**config.mk**
```make
export PLATFORM = sky130hd
export DESIGN_NAME = timed_priority_task_scheduler_top
export DESIGN_NICKNAME = d
export VERILOG_FILES = /design/src/hdl/tpts_pkg.sv /design/src/hdl/tpts_cell.sv /design/src/hdl/timed_priority_task_scheduler_top.sv
export SDC_FILE = /design/constraint.sdc
export NUM_CORES = 2
export LEC_CHECK = 0
export BUFFER_PORTS_ARGS = -buffer_cell sky130_fd_sc_hd__buf_2
export CORE_UTILIZATION = 60
export CTS_CLUSTER_SIZE = 16
export DETAILED_ROUTE_END_ITERATION = 10
export PLACE_DENSITY = 0.75
export SETUP_SLACK_MARGIN = 0.15
export SYNTH_ARGS = -nofsm -noshare
export SYNTH_HDL_FRONTEND = slang
export SYNTH_SLANG_ARGS = --single-unit
```
**constraint.sdc**
```tcl
create_clock -name clk -period 7.5 [get_ports clk]
set_clock_uncertainty 0.05 [all_clocks]
set_input_delay 1.125 -clock clk [delete_from_list [all_inputs] [get_ports clk]]
set_output_delay 1.125 -clock clk [all_outputs]
set_load 0.02 [all_outputs]
```
**src/hdl/tpts_pkg.sv**
```systemverilog
// Package for the timed priority task scheduler.
// Holds beat structs, entry and wave types, status codes and state encoding.
// No dependencies.
package tpts_pkg;

    localparam int unsigned TIME_W   = 32;
    localparam int unsigned PRIO_W   = 8;
    localparam int unsigned TASK_W   = 8;
    localparam int unsigned STATUS_W = 2;
    localparam int unsigned HELD_W   = 5;

    localparam logic [TIME_W-1:0] NOW_LIMIT   = 32'd1;
    localparam logic [TIME_W-1:0] DELAY_LIMIT = 32'd1000;

    typedef enum logic [0:0] {
        MODE_INSERT   = 1'b0,
        MODE_DISPATCH = 1'b1
    } mode_t;

    typedef enum logic [STATUS_W-1:0] {
        STAT_INSERTED   = 2'd0,
        STAT_DISPATCHED = 2'd1,
        STAT_IDLE       = 2'd2,
        STAT_FULL       = 2'd3
    } status_t;

    typedef enum logic [2:0] {
        ST_IDLE,
        ST_INSERT,
        ST_START,
        ST_SCAN,
        ST_DONE
    } state_t;

    typedef struct packed {
        logic              mode;
        logic [TASK_W-1:0] task_id;
        logic [PRIO_W-1:0] priority_req;
        logic [TIME_W-1:0] delay_code;
        logic [TIME_W-1:0] now_ms;
        logic              in_window;
    } req_t;

    typedef struct packed {
        logic [STATUS_W-1:0] status;
        logic [TASK_W-1:0]   chosen_task;
        logic [HELD_W-1:0]   entries_held;
    } rsp_t;

    typedef struct packed {
        logic [TIME_W-1:0] due;
        logic [PRIO_W-1:0] prio;
        logic [TASK_W-1:0] task_id;
    } entry_t;

    typedef struct packed {
        logic              ins;
        logic              rmv;
        logic [TIME_W-1:0] now;
        entry_t            new_ent;
    } cmd_t;

    typedef struct packed {
        logic              valid;
        logic              open;
        logic              found;
        logic [PRIO_W-1:0] prio;
        logic [TASK_W-1:0] task_id;
    } wave_t;

endpackage

```
**src/hdl/tpts_cell.sv**
```systemverilog
// One slot of the scheduler chain: holds one entry and one stage of the dispatch wave.
// Depends on tpts_pkg.
module tpts_cell #(
    parameter int unsigned QUEUE_DEPTH = 16,
    parameter int unsigned INDEX       = 0
) (
    input  logic                               clk,
    input  logic                               rst_n,
    input  logic [$clog2(QUEUE_DEPTH+1)-1:0]   count,
    input  tpts_pkg::cmd_t                     cmd,
    input  logic [$clog2(QUEUE_DEPTH)-1:0]     sel_idx,
    input  tpts_pkg::entry_t                   left_ent,
    input  tpts_pkg::entry_t                   right_ent,
    input  logic                               left_place,
    input  tpts_pkg::wave_t                    wave_in,
    input  logic [$clog2(QUEUE_DEPTH)-1:0]     wave_idx_in,
    output tpts_pkg::entry_t                   ent,
    output logic                               place,
    output tpts_pkg::wave_t                    wave_out,
    output logic [$clog2(QUEUE_DEPTH)-1:0]     wave_idx_out
);

    localparam int unsigned CW = $clog2(QUEUE_DEPTH + 1);
    localparam int unsigned IW = $clog2(QUEUE_DEPTH);

    tpts_pkg::entry_t        ent_reg;
    tpts_pkg::entry_t        ent_next;
    tpts_pkg::wave_t         wave_reg;
    tpts_pkg::wave_t         wave_next;
    logic [IW-1:0]           idx_reg;
    logic [IW-1:0]           idx_next;
    logic                    occupied;
    logic                    due_now;
    logic                    take;

    assign occupied = CW'(INDEX) < count;
    assign due_now  = ent_reg.due <= cmd.now;

    always_comb
    begin
        if (occupied)
        begin
            place = (cmd.new_ent.due < ent_reg.due) ||
                    ((cmd.new_ent.due == ent_reg.due) && (cmd.new_ent.prio > ent_reg.prio));
        end
        else
        begin
            place = 1'b1;
        end
    end

    always_comb
    begin
        ent_next = ent_reg;
        if (cmd.ins && place)
        begin
            ent_next = left_place ? left_ent : cmd.new_ent;
        end
        else if (cmd.rmv && (IW'(INDEX) >= sel_idx))
        begin
            ent_next = right_ent;
        end
    end

    always_comb
    begin
        take = wave_in.valid && wave_in.open && occupied && due_now &&
               (!wave_in.found || (ent_reg.prio > wave_in.prio));
        wave_next.valid   = wave_in.valid;
        wave_next.open    = wave_in.open && occupied && due_now;
        wave_next.found   = wave_in.found || take;
        wave_next.prio    = take ? ent_reg.prio : wave_in.prio;
        wave_next.task_id = take ? ent_reg.task_id : wave_in.task_id;
        idx_next          = take ? IW'(INDEX) : wave_idx_in;
    end

    always_ff @(posedge clk)
    begin
        ent_reg <= ent_next;
        idx_reg <= idx_next;
    end

    always_ff @(posedge clk or negedge rst_n)
    begin
        if (!rst_n)
        begin
            wave_reg <= '0;
        end
        else
        begin
            wave_reg <= wave_next;
        end
    end

    assign ent          = ent_reg;
    assign wave_out     = wave_reg;
    assign wave_idx_out = idx_reg;

endmodule

```
**src/hdl/timed_priority_task_scheduler_top.sv**
```systemverilog
// Top level of the timed priority task scheduler: control sequencer and chain of slots.
// Depends on tpts_pkg and tpts_cell.
//
// Usage:
//   The request channel (req_valid, req_stall, req) carries one beat per command:
//   insert a task with a delay code, or dispatch the best due task. The response
//   channel (rsp_valid, rsp_stall, rsp) returns exactly one beat per request, in order.
//   The table is a row of QUEUE_DEPTH slots kept sorted by due time, then priority.
//   Insert: every slot compares the new entry at once and shifts right in one step;
//   the request is latched on acceptance, the shift happens in ST_INSERT and the
//   response is then registered; the next request is taken only back in ST_IDLE.
//   Dispatch: a selection wave travels from slot to slot, one slot per cycle, carrying
//   the best due priority seen so far; the winning slot is removed by a one-step left
//   shift. ST_START launches the wave, and the response is registered only after the
//   wave has passed the register of every slot, so the wave length sets dispatch time.
//   req_stall is high while a command is in progress. A finished response sits in the
//   output register while the next request is accepted; if that register is still
//   stalled when the next response is ready, the block holds until it drains.
//   Reset empties the table; slot contents are not cleared and are never read unwritten.
module timed_priority_task_scheduler_top #(
    parameter int unsigned QUEUE_DEPTH = 16
) (
    input  logic            clk,
    input  logic            rst_n,
    input  logic            req_valid,
    output logic            req_stall,
    input  tpts_pkg::req_t  req,
    output logic            rsp_valid,
    input  logic            rsp_stall,
    output tpts_pkg::rsp_t  rsp
);

    localparam int unsigned CW = $clog2(QUEUE_DEPTH + 1);
    localparam int unsigned IW = $clog2(QUEUE_DEPTH);

    tpts_pkg::state_t                 state_reg;
    tpts_pkg::state_t                 state_next;
    logic [CW-1:0]                    count_reg;
    logic [CW-1:0]                    count_next;
    logic [tpts_pkg::TIME_W-1:0]      due_reg;
    logic [tpts_pkg::TIME_W-1:0]      due_next;
    logic [tpts_pkg::PRIO_W-1:0]      prio_reg;
    logic [tpts_pkg::PRIO_W-1:0]      prio_next;
    logic [tpts_pkg::TASK_W-1:0]      task_reg;
    logic [tpts_pkg::TASK_W-1:0]      task_next;
    logic [tpts_pkg::TIME_W-1:0]      now_reg;
    logic [tpts_pkg::TIME_W-1:0]      now_next;
    logic                             win_reg;
    logic                             win_next;
    tpts_pkg::rsp_t                   res_reg;
    tpts_pkg::rsp_t                   res_next;
    tpts_pkg::rsp_t                   rsp_reg;
    tpts_pkg::rsp_t                   rsp_next;
    logic                             rsp_valid_reg;
    logic                             rsp_valid_next;

    logic                             accept;
    logic                             rsp_free;
    logic                             fin;
    tpts_pkg::rsp_t                   fin_res;
    logic [tpts_pkg::TIME_W-1:0]      resolved_due;
    tpts_pkg::cmd_t                   cmd;
    logic [IW-1:0]                    sel_idx;
    tpts_pkg::wave_t                  wave_start;

    tpts_pkg::entry_t                 ent      [QUEUE_DEPTH];
    tpts_pkg::entry_t                 left_e   [QUEUE_DEPTH];
    tpts_pkg::entry_t                 right_e  [QUEUE_DEPTH];
    logic                             place    [QUEUE_DEPTH];
    logic                             left_p   [QUEUE_DEPTH];
    tpts_pkg::wave_t                  wave     [QUEUE_DEPTH+1];
    logic [IW-1:0]                    wave_idx [QUEUE_DEPTH+1];

    assign accept    = req_valid && !req_stall;
    assign req_stall = state_reg != tpts_pkg::ST_IDLE;
    assign rsp_free  = !rsp_valid_reg || !rsp_stall;

    always_comb
    begin
        if (req.delay_code <= tpts_pkg::NOW_LIMIT)
        begin
            resolved_due = req.now_ms;
        end
        else if (req.delay_code <= tpts_pkg::DELAY_LIMIT)
        begin
            resolved_due = req.now_ms + req.delay_code;
        end
        else
        begin
            resolved_due = (req.delay_code < req.now_ms) ? req.now_ms : req.delay_code;
        end
    end

    assign wave[0]     = wave_start;
    assign wave_idx[0] = '0;

    genvar gi;
    generate
        for (gi = 0; gi < QUEUE_DEPTH; gi++)
        begin : g_cell
            if (gi == 0)
            begin : g_head
                assign left_e[gi] = '0;
                assign left_p[gi] = 1'b0;
            end
            else
            begin : g_mid
                assign left_e[gi] = ent[gi-1];
                assign left_p[gi] = place[gi-1];
            end
            if (gi == QUEUE_DEPTH - 1)
            begin : g_tail
                assign right_e[gi] = '0;
            end
            else
            begin : g_body
                assign right_e[gi] = ent[gi+1];
            end

            tpts_cell #(
                .QUEUE_DEPTH (QUEUE_DEPTH),
                .INDEX       (gi)
            ) u_cell (
                .clk          (clk),
                .rst_n        (rst_n),
                .count        (count_reg),
                .cmd          (cmd),
                .sel_idx      (sel_idx),
                .left_ent     (left_e[gi]),
                .right_ent    (right_e[gi]),
                .left_place   (left_p[gi]),
                .wave_in      (wave[gi]),
                .wave_idx_in  (wave_idx[gi]),
                .ent          (ent[gi]),
                .place        (place[gi]),
                .wave_out     (wave[gi+1]),
                .wave_idx_out (wave_idx[gi+1])
            );
        end
    endgenerate

    always_comb
    begin
        state_next     = state_reg;
        count_next     = count_reg;
        due_next       = due_reg;
        prio_next      = prio_reg;
        task_next      = task_reg;
        now_next       = now_reg;
        win_next       = win_reg;
        res_next       = res_reg;
        rsp_next       = rsp_reg;
        rsp_valid_next = rsp_valid_reg && rsp_stall;
        fin            = 1'b0;
        fin_res        = res_reg;
        sel_idx        = wave_idx[QUEUE_DEPTH];

        cmd.ins             = 1'b0;
        cmd.rmv             = 1'b0;
        cmd.now             = now_reg;
        cmd.new_ent.due     = due_reg;
        cmd.new_ent.prio    = prio_reg;
        cmd.new_ent.task_id = task_reg;

        wave_start       = '0;
        wave_start.open  = win_reg && (count_reg != '0);

        unique case (state_reg)
            tpts_pkg::ST_IDLE:
            begin
                if (accept)
                begin
                    due_next  = resolved_due;
                    prio_next = req.priority_req;
                    task_next = req.task_id;
                    now_next  = req.now_ms;
                    win_next  = req.in_window;
                    state_next = (req.mode == tpts_pkg::MODE_INSERT) ?
                                 tpts_pkg::ST_INSERT : tpts_pkg::ST_START;
                end
            end
            tpts_pkg::ST_INSERT:
            begin
                fin = 1'b1;
                fin_res.chosen_task = '0;
                if (count_reg == CW'(QUEUE_DEPTH))
                begin
                    fin_res.status       = tpts_pkg::STAT_FULL;
                    fin_res.entries_held = tpts_pkg::HELD_W'(count_reg);
                end
                else
                begin
                    cmd.ins              = 1'b1;
                    count_next           = count_reg + CW'(1);
                    fin_res.status       = tpts_pkg::STAT_INSERTED;
                    fin_res.entries_held = tpts_pkg::HELD_W'(count_next);
                end
            end
            tpts_pkg::ST_START:
            begin
                wave_start.valid = 1'b1;
                state_next       = tpts_pkg::ST_SCAN;
            end
            tpts_pkg::ST_SCAN:
            begin
                if (wave[QUEUE_DEPTH].valid)
                begin
                    fin = 1'b1;
                    if (wave[QUEUE_DEPTH].found)
                    begin
                        cmd.rmv              = 1'b1;
                        count_next           = count_reg - CW'(1);
                        fin_res.status       = tpts_pkg::STAT_DISPATCHED;
                        fin_res.chosen_task  = wave[QUEUE_DEPTH].task_id;
                        fin_res.entries_held = tpts_pkg::HELD_W'(count_next);
                    end
                    else
                    begin
                        fin_res.status       = tpts_pkg::STAT_IDLE;
                        fin_res.chosen_task  = '0;
                        fin_res.entries_held = tpts_pkg::HELD_W'(count_reg);
                    end
                end
            end
            tpts_pkg::ST_DONE:
            begin
                fin = 1'b1;
            end
            default:
            begin
                state_next = tpts_pkg::ST_IDLE;
            end
        endcase

        if (fin)
        begin
            if (rsp_free)
            begin
                rsp_next       = fin_res;
                rsp_valid_next = 1'b1;
                state_next     = tpts_pkg::ST_IDLE;
            end
            else
            begin
                res_next   = fin_res;
                state_next = tpts_pkg::ST_DONE;
            end
        end
    end

    always_ff @(posedge clk or negedge rst_n)
    begin
        if (!rst_n)
        begin
            state_reg     <= tpts_pkg::ST_IDLE;
            count_reg     <= '0;
            rsp_valid_reg <= 1'b0;
        end
        else
        begin
            state_reg     <= state_next;
            count_reg     <= count_next;
            rsp_valid_reg <= rsp_valid_next;
        end
    end

    always_ff @(posedge clk)
    begin
        due_reg  <= due_next;
        prio_reg <= prio_next;
        task_reg <= task_next;
        now_reg  <= now_next;
        win_reg  <= win_next;
        res_reg  <= res_next;
        rsp_reg  <= rsp_next;
    end

    assign rsp_valid = rsp_valid_reg;
    assign rsp       = rsp_reg;

    a_count_bound: assert property (@(posedge clk) disable iff (!rst_n)
        count_reg <= CW'(QUEUE_DEPTH))
        else $error("entry count exceeds table depth");

    a_busy_after_accept: assert property (@(posedge clk) disable iff (!rst_n)
        accept |=> req_stall)
        else $error("request taken while previous command still open");

    a_chosen_zero: assert property (@(posedge clk) disable iff (!rst_n)
        (rsp_valid && (rsp.status != tpts_pkg::STAT_DISPATCHED)) |-> (rsp.chosen_task == '0))
        else $error("task identifier reported without a dispatch");

    a_dispatch_drop: assert property (@(posedge clk) disable iff (!rst_n)
        ((state_reg == tpts_pkg::ST_SCAN) && wave[QUEUE_DEPTH].valid &&
         wave[QUEUE_DEPTH].found) |=> (count_reg == $past(count_reg) - CW'(1)))
        else $error("dispatch did not remove one entry");

endmodule
```
## After elaboration in Yosys (flattened, before gate mapping)

Cells that the tools add are included.

- ROM bits: 0
- Output and inout port bits: 17
- Word-level logic and storage cells: 639
- Input port bits: 86
- Bits in writable memories: 0
- Memories kept: 0
- Bits in latches: 0
- Bits in registers: 1243

- Reductions and logical operators: 236
- $mul: 0
- Magnitude comparators: 98
- Add/subtract/negate cells: 3
- Divide/modulo/power cells: 0
- Bitwise gates (word level): 1
- Shift-type cells: 0
- Equality and inequality tests: 25
- Muxes and demuxes: 121

Operators with widths:

| cell | count |
|---|---|
| 48-bit 2-to-1 mux | 47 |
| 32-bit < comparator | 17 |
| 32-bit equality test | 16 |
| 32-bit less-or-equal comparator | 16 |
| 8-bit > comparator | 31 |
| 8-bit 2-to-1 mux | 31 |
| 1-bit logical AND | 144 |
| 32-bit 2-to-1 mux | 3 |
| 1-bit logical OR | 47 |
| 4-bit by 5-bit < comparator with 1-bit output (first input constant) | 8 |
| 2-bit nonzero test | 17 |
| 32-bit adder | 1 |
| 4-bit >= comparator (first input constant) | 8 |
| 32-bit by 1-bit less-or-equal comparator with 1-bit output (second input constant) | 1 |
| 32-bit by 10-bit less-or-equal comparator with 1-bit output (second input constant) | 1 |
| 15-bit 2-to-1 mux | 2 |
| 15-bit case mux with 2 select lines | 1 |
| 1-bit 2-to-1 mux | 26 |
| 3-bit by 5-bit < comparator with 1-bit output (first input constant) | 4 |
| 1-bit zero test | 18 |
| 3-bit by 4-bit >= comparator with 1-bit output (first input constant) | 4 |
| 5-bit 2-to-1 mux | 3 |
| 1-bit by 5-bit < comparator with 1-bit output (first input constant) | 2 |
| 2-bit by 5-bit < comparator with 1-bit output (first input constant) | 2 |
| 23 further kinds | 34 |

## Depth between registers and ports, before layout

- Depth after elaboration: 6
- Mapped depth: 16
- Gate-level depth less buffers: 11

## Modules after synthesis

Synthesis repeated with hierarchy kept, for this count alone.

- Cell total of the unflattened synthesis: 9274
- Area, all modules: 94613.2 µm²

Modules (own cells, without submodules):

| module | times used | area an instance (µm²) | cells each | sequential area each (µm²) |
|---|---|---|---|---|
| timed_priority_task_scheduler_top | 1 | 7374.6 | 710 | 3558.4 |
| tpts_cell (g_cell[15].u_cell) | 1 | 5526.6 | 503 | 1996.9 |
| tpts_cell (g_cell[14].u_cell) | 1 | 5504.0 | 494 | 1996.9 |
| tpts_cell (g_cell[4].u_cell) | 1 | 5502.8 | 498 | 1996.9 |
| tpts_cell (g_cell[10].u_cell) | 1 | 5470.2 | 556 | 1996.9 |
| tpts_cell (g_cell[9].u_cell) | 1 | 5466.5 | 554 | 1996.9 |
| tpts_cell (g_cell[0].u_cell) | 1 | 5464.0 | 551 | 1996.9 |
| tpts_cell (g_cell[2].u_cell) | 1 | 5450.2 | 549 | 1996.9 |
| tpts_cell (g_cell[13].u_cell) | 1 | 5447.7 | 553 | 1996.9 |
| tpts_cell (g_cell[8].u_cell) | 1 | 5447.7 | 554 | 1996.9 |
| tpts_cell (g_cell[12].u_cell) | 1 | 5446.5 | 498 | 1996.9 |
| tpts_cell (g_cell[6].u_cell) | 1 | 5442.7 | 497 | 1996.9 |
| tpts_cell (g_cell[5].u_cell) | 1 | 5439.0 | 554 | 1996.9 |
| tpts_cell (g_cell[1].u_cell) | 1 | 5435.2 | 552 | 1996.9 |
| 3 more rows | n/a | n/a | n/a | n/a |

## Worst setup path after synthesis

No wires, ideal clock.

- Path kind: flip-flop to flip-flop
- Start: register state_reg[0]
- End: register g_cell[0].u_cell.ent_reg, in the netlist g_cell[0].u_cell.ent[0] (enable)
- Data required time: 6.925 ns
- Clock period less this slack: 5.757 ns
- Arrival time: 5.181 ns
- Path buffers: 1
- Stages on the path, launching flop included: 7
- Setup time: 0.525 ns
- Setup slack: 1.743 ns
- Path through: dfrtp_1 nor2b_1 and3_1 clkbuf_1 nand2_1 or3_1 o31ai_1

- Cells in the longest elaborated chain, start to end: 4
- Elaborated cells on any way between the ends: 7
- Classes of those cells: eq/ne (2); mux (2); reduce/logical (3)

RTL lines:

| element | RTL line | source |
|---|---|---|
| start, declared | timed_priority_task_scheduler_top.sv:36 | `tpts_pkg::state_t state_reg;` |
| start signal, assigned | timed_priority_task_scheduler_top.sv:255 | `state_reg <= tpts_pkg::ST_IDLE;` |
| start signal, assigned | timed_priority_task_scheduler_top.sv:261 | `state_reg <= state_next;` |
| 3-bit by 2-bit equality test with 1-bit output / 3-bit by 1-bit equality test with 1-bit output (equally long branches) | timed_priority_task_scheduler_top.sv:168 | `unique case (state_reg)` |
| 1-bit 2-to-1 mux | timed_priority_task_scheduler_top.sv:168 |  |
| 1-bit logical AND, on equally long branches | tpts_cell.sv:59, tpts_cell.sv:55 |  |
| 2-bit nonzero test (no source line) * | n/a |  |
| end signal, assigned | tpts_cell.sv:79 | `ent_reg <= ent_next;` |
| end, declared | tpts_cell.sv:26 | `tpts_pkg::entry_t ent_reg;` |

Every way passes the cells marked *; elsewhere a longest branch is shown, timed or not.
A chain may end at the register's enable or synchronous reset.

## Worst setup path in the final report

- Start: register due_reg[30] (netlist bit)
- End: register g_cell[0].u_cell.ent_reg, in the netlist g_cell[0].u_cell.ent[47] (enable)

- Cells in the longest elaborated chain, start to end: 6
- Elaborated cells on any way between the ends: 7
- Classes of those cells: order compare (1); eq/ne (1); mux (1); reduce/logical (4)

RTL lines:

| element | RTL line | source |
|---|---|---|
| start, declared | timed_priority_task_scheduler_top.sv:40 | `logic [tpts_pkg::TIME_W-1:0] due_reg;` |
| start signal, assigned | timed_priority_task_scheduler_top.sv:269 | `due_reg <= due_next;` |
| branches (longest 2 deep; another with 32-bit < comparator) | n/a |  |
| 1-bit logical OR * | tpts_cell.sv:43 | `place = (cmd.new_ent.due < ent_reg.due) \|\|` |
| 1-bit 2-to-1 mux * | tpts_cell.sv:41 | `if (occupied)` |
| 1-bit logical AND * | tpts_cell.sv:55 | `if (cmd.ins && place)` |
| 2-bit nonzero test (no source line) * | n/a |  |

Every way passes the cells marked *.

==> out/summary.txt <==
initial antenna violation count = 4
Final Util = 0.661
worst-case vdd ir drop = 0.230 mV
Clock Tree Root = clkbuf_16
port bufs = 102
CP Launch Type = flop
TritonCTS clock tree = yes
WS Path Type = flop to flop
Synth Flop Type = edfxtp_1
gr usage total = 0.352
Syn Inst Count = 8596
Cell Int Power = 11800 µW
worst-path maximum fanout = 49
Critical Path Sink Type = flop
Worst R2R Setup Slack = 2.05 ns
core area = 0.146 mm²
P_sw = 3280 µW
worst relative slew slack = 0.0759
Switching Fraction = 0.218
H-tree depth = 4
crit path time final = 5.45 ns
worst hold path class = input port to async pin
Lkg Pwr = 0.0467 µW
Nets = 10.1k
n_diodes = 0
Crit path largest cell delay = 0.82 ns
Area Growth Syn to Fin = 9.17%
via/cell ratio = 6.46
Mapped Area = 0.0882 mm²
die width = 385 µm
CP Cell Sequence = buf_4 > ha_1 > nand4_1 > nor3_1 > nand4_1 > a2111oi_0 > a21oi_1 > o21a_4 > nand2b_4 > o31ai_4 > buf_4
routed len/inst = 24.6 µm
vias in the first global route = 69.6k
max reg flops = 768
final wirelength = 263000 µm
drt first pass iters = 5
Gate power share = 0.023
antenna viol nets, final = 0
# rows = 140
Clock Power Share = 0.497
global-route wire length before repair = 405000 µm
status = completed
Post-DP HPWL = 201000 µm
Worst-Margin Slew = 1.38 ns
layout cell share with drive strength beyond 1 = 0.0940
RSZ-0062 raised after global routing = no
Tcrit/Tclk final = 0.726
Seq/Total Area, Yosys = 0.397
Reg power frac = 0.481
clk_lat worst skew = 0.83 ns
Setup TNS = 0 ns
Final Slew Violations = 0
synthesized flop and latch total = 1232
DRT iter0 DRCs = 6096
Fillers = 11.4k
Die Span Y = 385 µm
power per cell area = 156 mW/mm²
Setup Viol. Count Final = 0
post-cts sizing count = 0
Hold Violations, Final = 0
DRC viols = 0
CTS buffer count = 142
largest net degree at the start of global routing = 147
Max Freq = 184 MHz
total power = 15000 µW
syn_nets = 10.0k
Hold-fix buffers, CTS = 0
MaxCap Viol Count = 0
Worst EP arrival = 5.85 ns
Clock Tree Buf Depth = 3
EDFF count, synth = 879
Syn Area/Cell = 10.3 µm²
io pins = 103
Cell variety after synth = 84
Worst Path Required = 7.90 ns
Starting Density = 0.605
Setup Buffers After CTS = 0
FFs w/ async S/R, synth = 0.247
yosys warns = 0
Reg clk slew, reported paths = 0.06 ns
clk sink count = 1232
CP max-delay cell = a2111oi_0
Congestion Overflow GR = 0
GP Congestion = 0.956
via count = 69.2k
die area = 0.149 mm²
==> kinds of logic after synthesis <==
| group | Yosys count | share of synthesized area |
|---|---|---|
| AO/OA/AOI/OAI | 2132 | 0.145 |
| XOR/XNOR | 33 | 0.00328 |
| adder cells (fa/ha/maj) | 1339 | 0.190 |
| buffers and inverters | 1228 | 0.0554 |
| flip-flops | 1232 | 0.397 |
| multiplexers | 1053 | 0.123 |
| AND/OR/NAND/NOR | 1579 | 0.0873 |
==> cell type report <==
type / count / area [µm²] / share of cell area
flip-flops and latches: 1232 / 35000 / 0.363
well taps: 1917 / 2400 / 0.0249
clock buffers: 191 / 4000 / 0.0415
multi-input cells: 6136 / 48700 / 0.506
repair buffers: 288 / 1930 / 0.0200
inverters: 875 / 3280 / 0.0341
clock inverters: 67 / 992 / 0.0103
==> placed cells by master (no fill, tap or decap), types with 14 or more instances in the layout <==
| cell type | synthesis | routed |
|---|---|---|
| mux2i_1 | 839 | 839 |
| a21oi_1 | 879 | 875 |
| xnor2_1 | 26 | 26 |
| and3_1 | 15 | 15 |
| buf_4 | 29 | 185 |
| nor3_1 | 49 | 48 |
| ha_1 | 1338 | 1338 |
| o22ai_1 | 22 | 21 |
| mux2_2 | 207 | 207 |
| clkbuf_16 | 0 | 150 |
| edfxtp_1 | 879 | 879 |
| dfrtp_1 | 304 | 304 |
| nand2_1 | 360 | 352 |
| o21ai_0 | 478 | 473 |
| nor2b_1 | 116 | 116 |
| nand4_1 | 299 | 299 |
| a211oi_1 | 41 | 39 |
| o211ai_1 | 50 | 50 |
| a221o_1 | 14 | 14 |
| clkinv_2 | 0 | 18 |
| or2_2 | 42 | 42 |
| o21a_1 | 60 | 58 |
| bufinv_16 | 0 | 18 |
| a21o_1 | 386 | 380 |
| inv_1 | 875 | 875 |
| nor4_1 | 51 | 50 |
| clkbuf_1 | 201 | 32 |
| a221oi_1 | 15 | 15 |
| buf_2 | 104 | 101 |
| nand2b_1 | 36 | 34 |
| a22oi_1 | 15 | 15 |
| dfxtp_1 | 49 | 49 |
| nand3_1 | 33 | 33 |
| nor2_1 | 503 | 496 |
| and4_1 | 14 | 14 |
| and2_1 | 21 | 19 |
| o31ai_1 | 16 | 15 |
| a31oi_1 | 22 | 22 |
==> metal layers <==
metal,share of wire,GRT usage
met5,0.000042,0
met2,0.45,0.552
met1,0.42,0.471
met4,0.053,0.178
met3,0.077,0.0571
==> synthesized netlist by cell type, drive strengths merged, types with 12 or more instances <==
| master | number | share of area |
|---|---|---|
| nand2 | 360 | 0.015 |
| o21ai | 496 | 0.028 |
| nor3 | 50 | 0.0029 |
| mux2i | 839 | 0.095 |
| nor4 | 51 | 0.0036 |
| a221o | 14 | 0.0016 |
| and2 | 25 | 0.0018 |
| a2111oi | 12 | 0.0014 |
| or4 | 12 | 0.0011 |
| nand2b | 37 | 0.0027 |
| buf | 151 | 0.0096 |
| a22oi | 15 | 0.0013 |
| dfrtp | 304 | 0.086 |
| inv | 875 | 0.037 |
| a22o | 13 | 0.0013 |
| a21o | 386 | 0.033 |
| and3 | 15 | 0.0011 |
| ha | 1338 | 0.19 |
| a31oi | 23 | 0.0017 |
| o21bai | 15 | 0.0013 |
| nand3 | 33 | 0.0019 |
| o21a | 60 | 0.0051 |
| o22ai | 22 | 0.0016 |
| nand4 | 299 | 0.021 |
| dfxtp | 49 | 0.011 |
| a21oi | 879 | 0.050 |
| xnor2 | 26 | 0.0026 |
| a211oi | 45 | 0.0041 |
| a221oi | 15 | 0.0015 |
| nor2b | 116 | 0.0082 |
| or2 | 43 | 0.0030 |
| edfxtp | 879 | 0.30 |
| and4 | 14 | 0.0014 |
| mux2 | 214 | 0.028 |
| o211ai | 51 | 0.0044 |
| clkbuf | 202 | 0.0086 |
| o31ai | 16 | 0.0014 |
| nor2 | 503 | 0.021 |
==> per-stage QoR <==
stage               cells  hold WS [ns]  worst slack (ns)  instance area (µm²)
floorplan            8596         0.304              1.74                88200
global placement    10448         0.307              2.29                91300
detailed placement  10448         0.330              2.15                91300
CTS                 10706         0.272              2.11                96300
global route        10706         0.303              1.87                96300
finish              10706         0.257              2.05                96300
==> worst max-delay path: cells and delay by family, from the launching register on <==
family	cells	cell delay, ns
fa+ha+maj	1	0.39
simple gates	4	1.69
flops	1	0.48
compound gates	4	1.65
buf+inv	2	0.74
==> path summary, 6_finish.rpt <==
| path | startpoint | end | depth (start not counted) |
|---|---|---|---|
| worst min-delay path | rst_n | g_cell[14].u_cell.wave_out[15] | 1 |
| min in group clk | g_cell[7].u_cell.wave_out[18] | g_cell[8].u_cell.wave_out[18] | 0 |
| max in group asynchronous | rst_n | g_cell[0].u_cell.wave_out[4] | 2 |
| worst max register to register | due_reg[30] | g_cell[0].u_cell.ent[47] | 11 |
| worst max-delay path | due_reg[30] | g_cell[0].u_cell.ent[47] | 11 |
| worst min register to register | g_cell[7].u_cell.wave_out[18] | g_cell[8].u_cell.wave_out[18] | 0 |
==> power by group through the flow <==
stage               Combinational (µW)  Sequential, µW  Clock [µW]
finish                             339            7230        7470
global route                       375            7230        7780
global placement                   337            7370           0
detailed placement                 336            7370           0
floorplan                          185            7370           0
CTS                                337            7230        7530
Power figures use the tool's default switching activity.
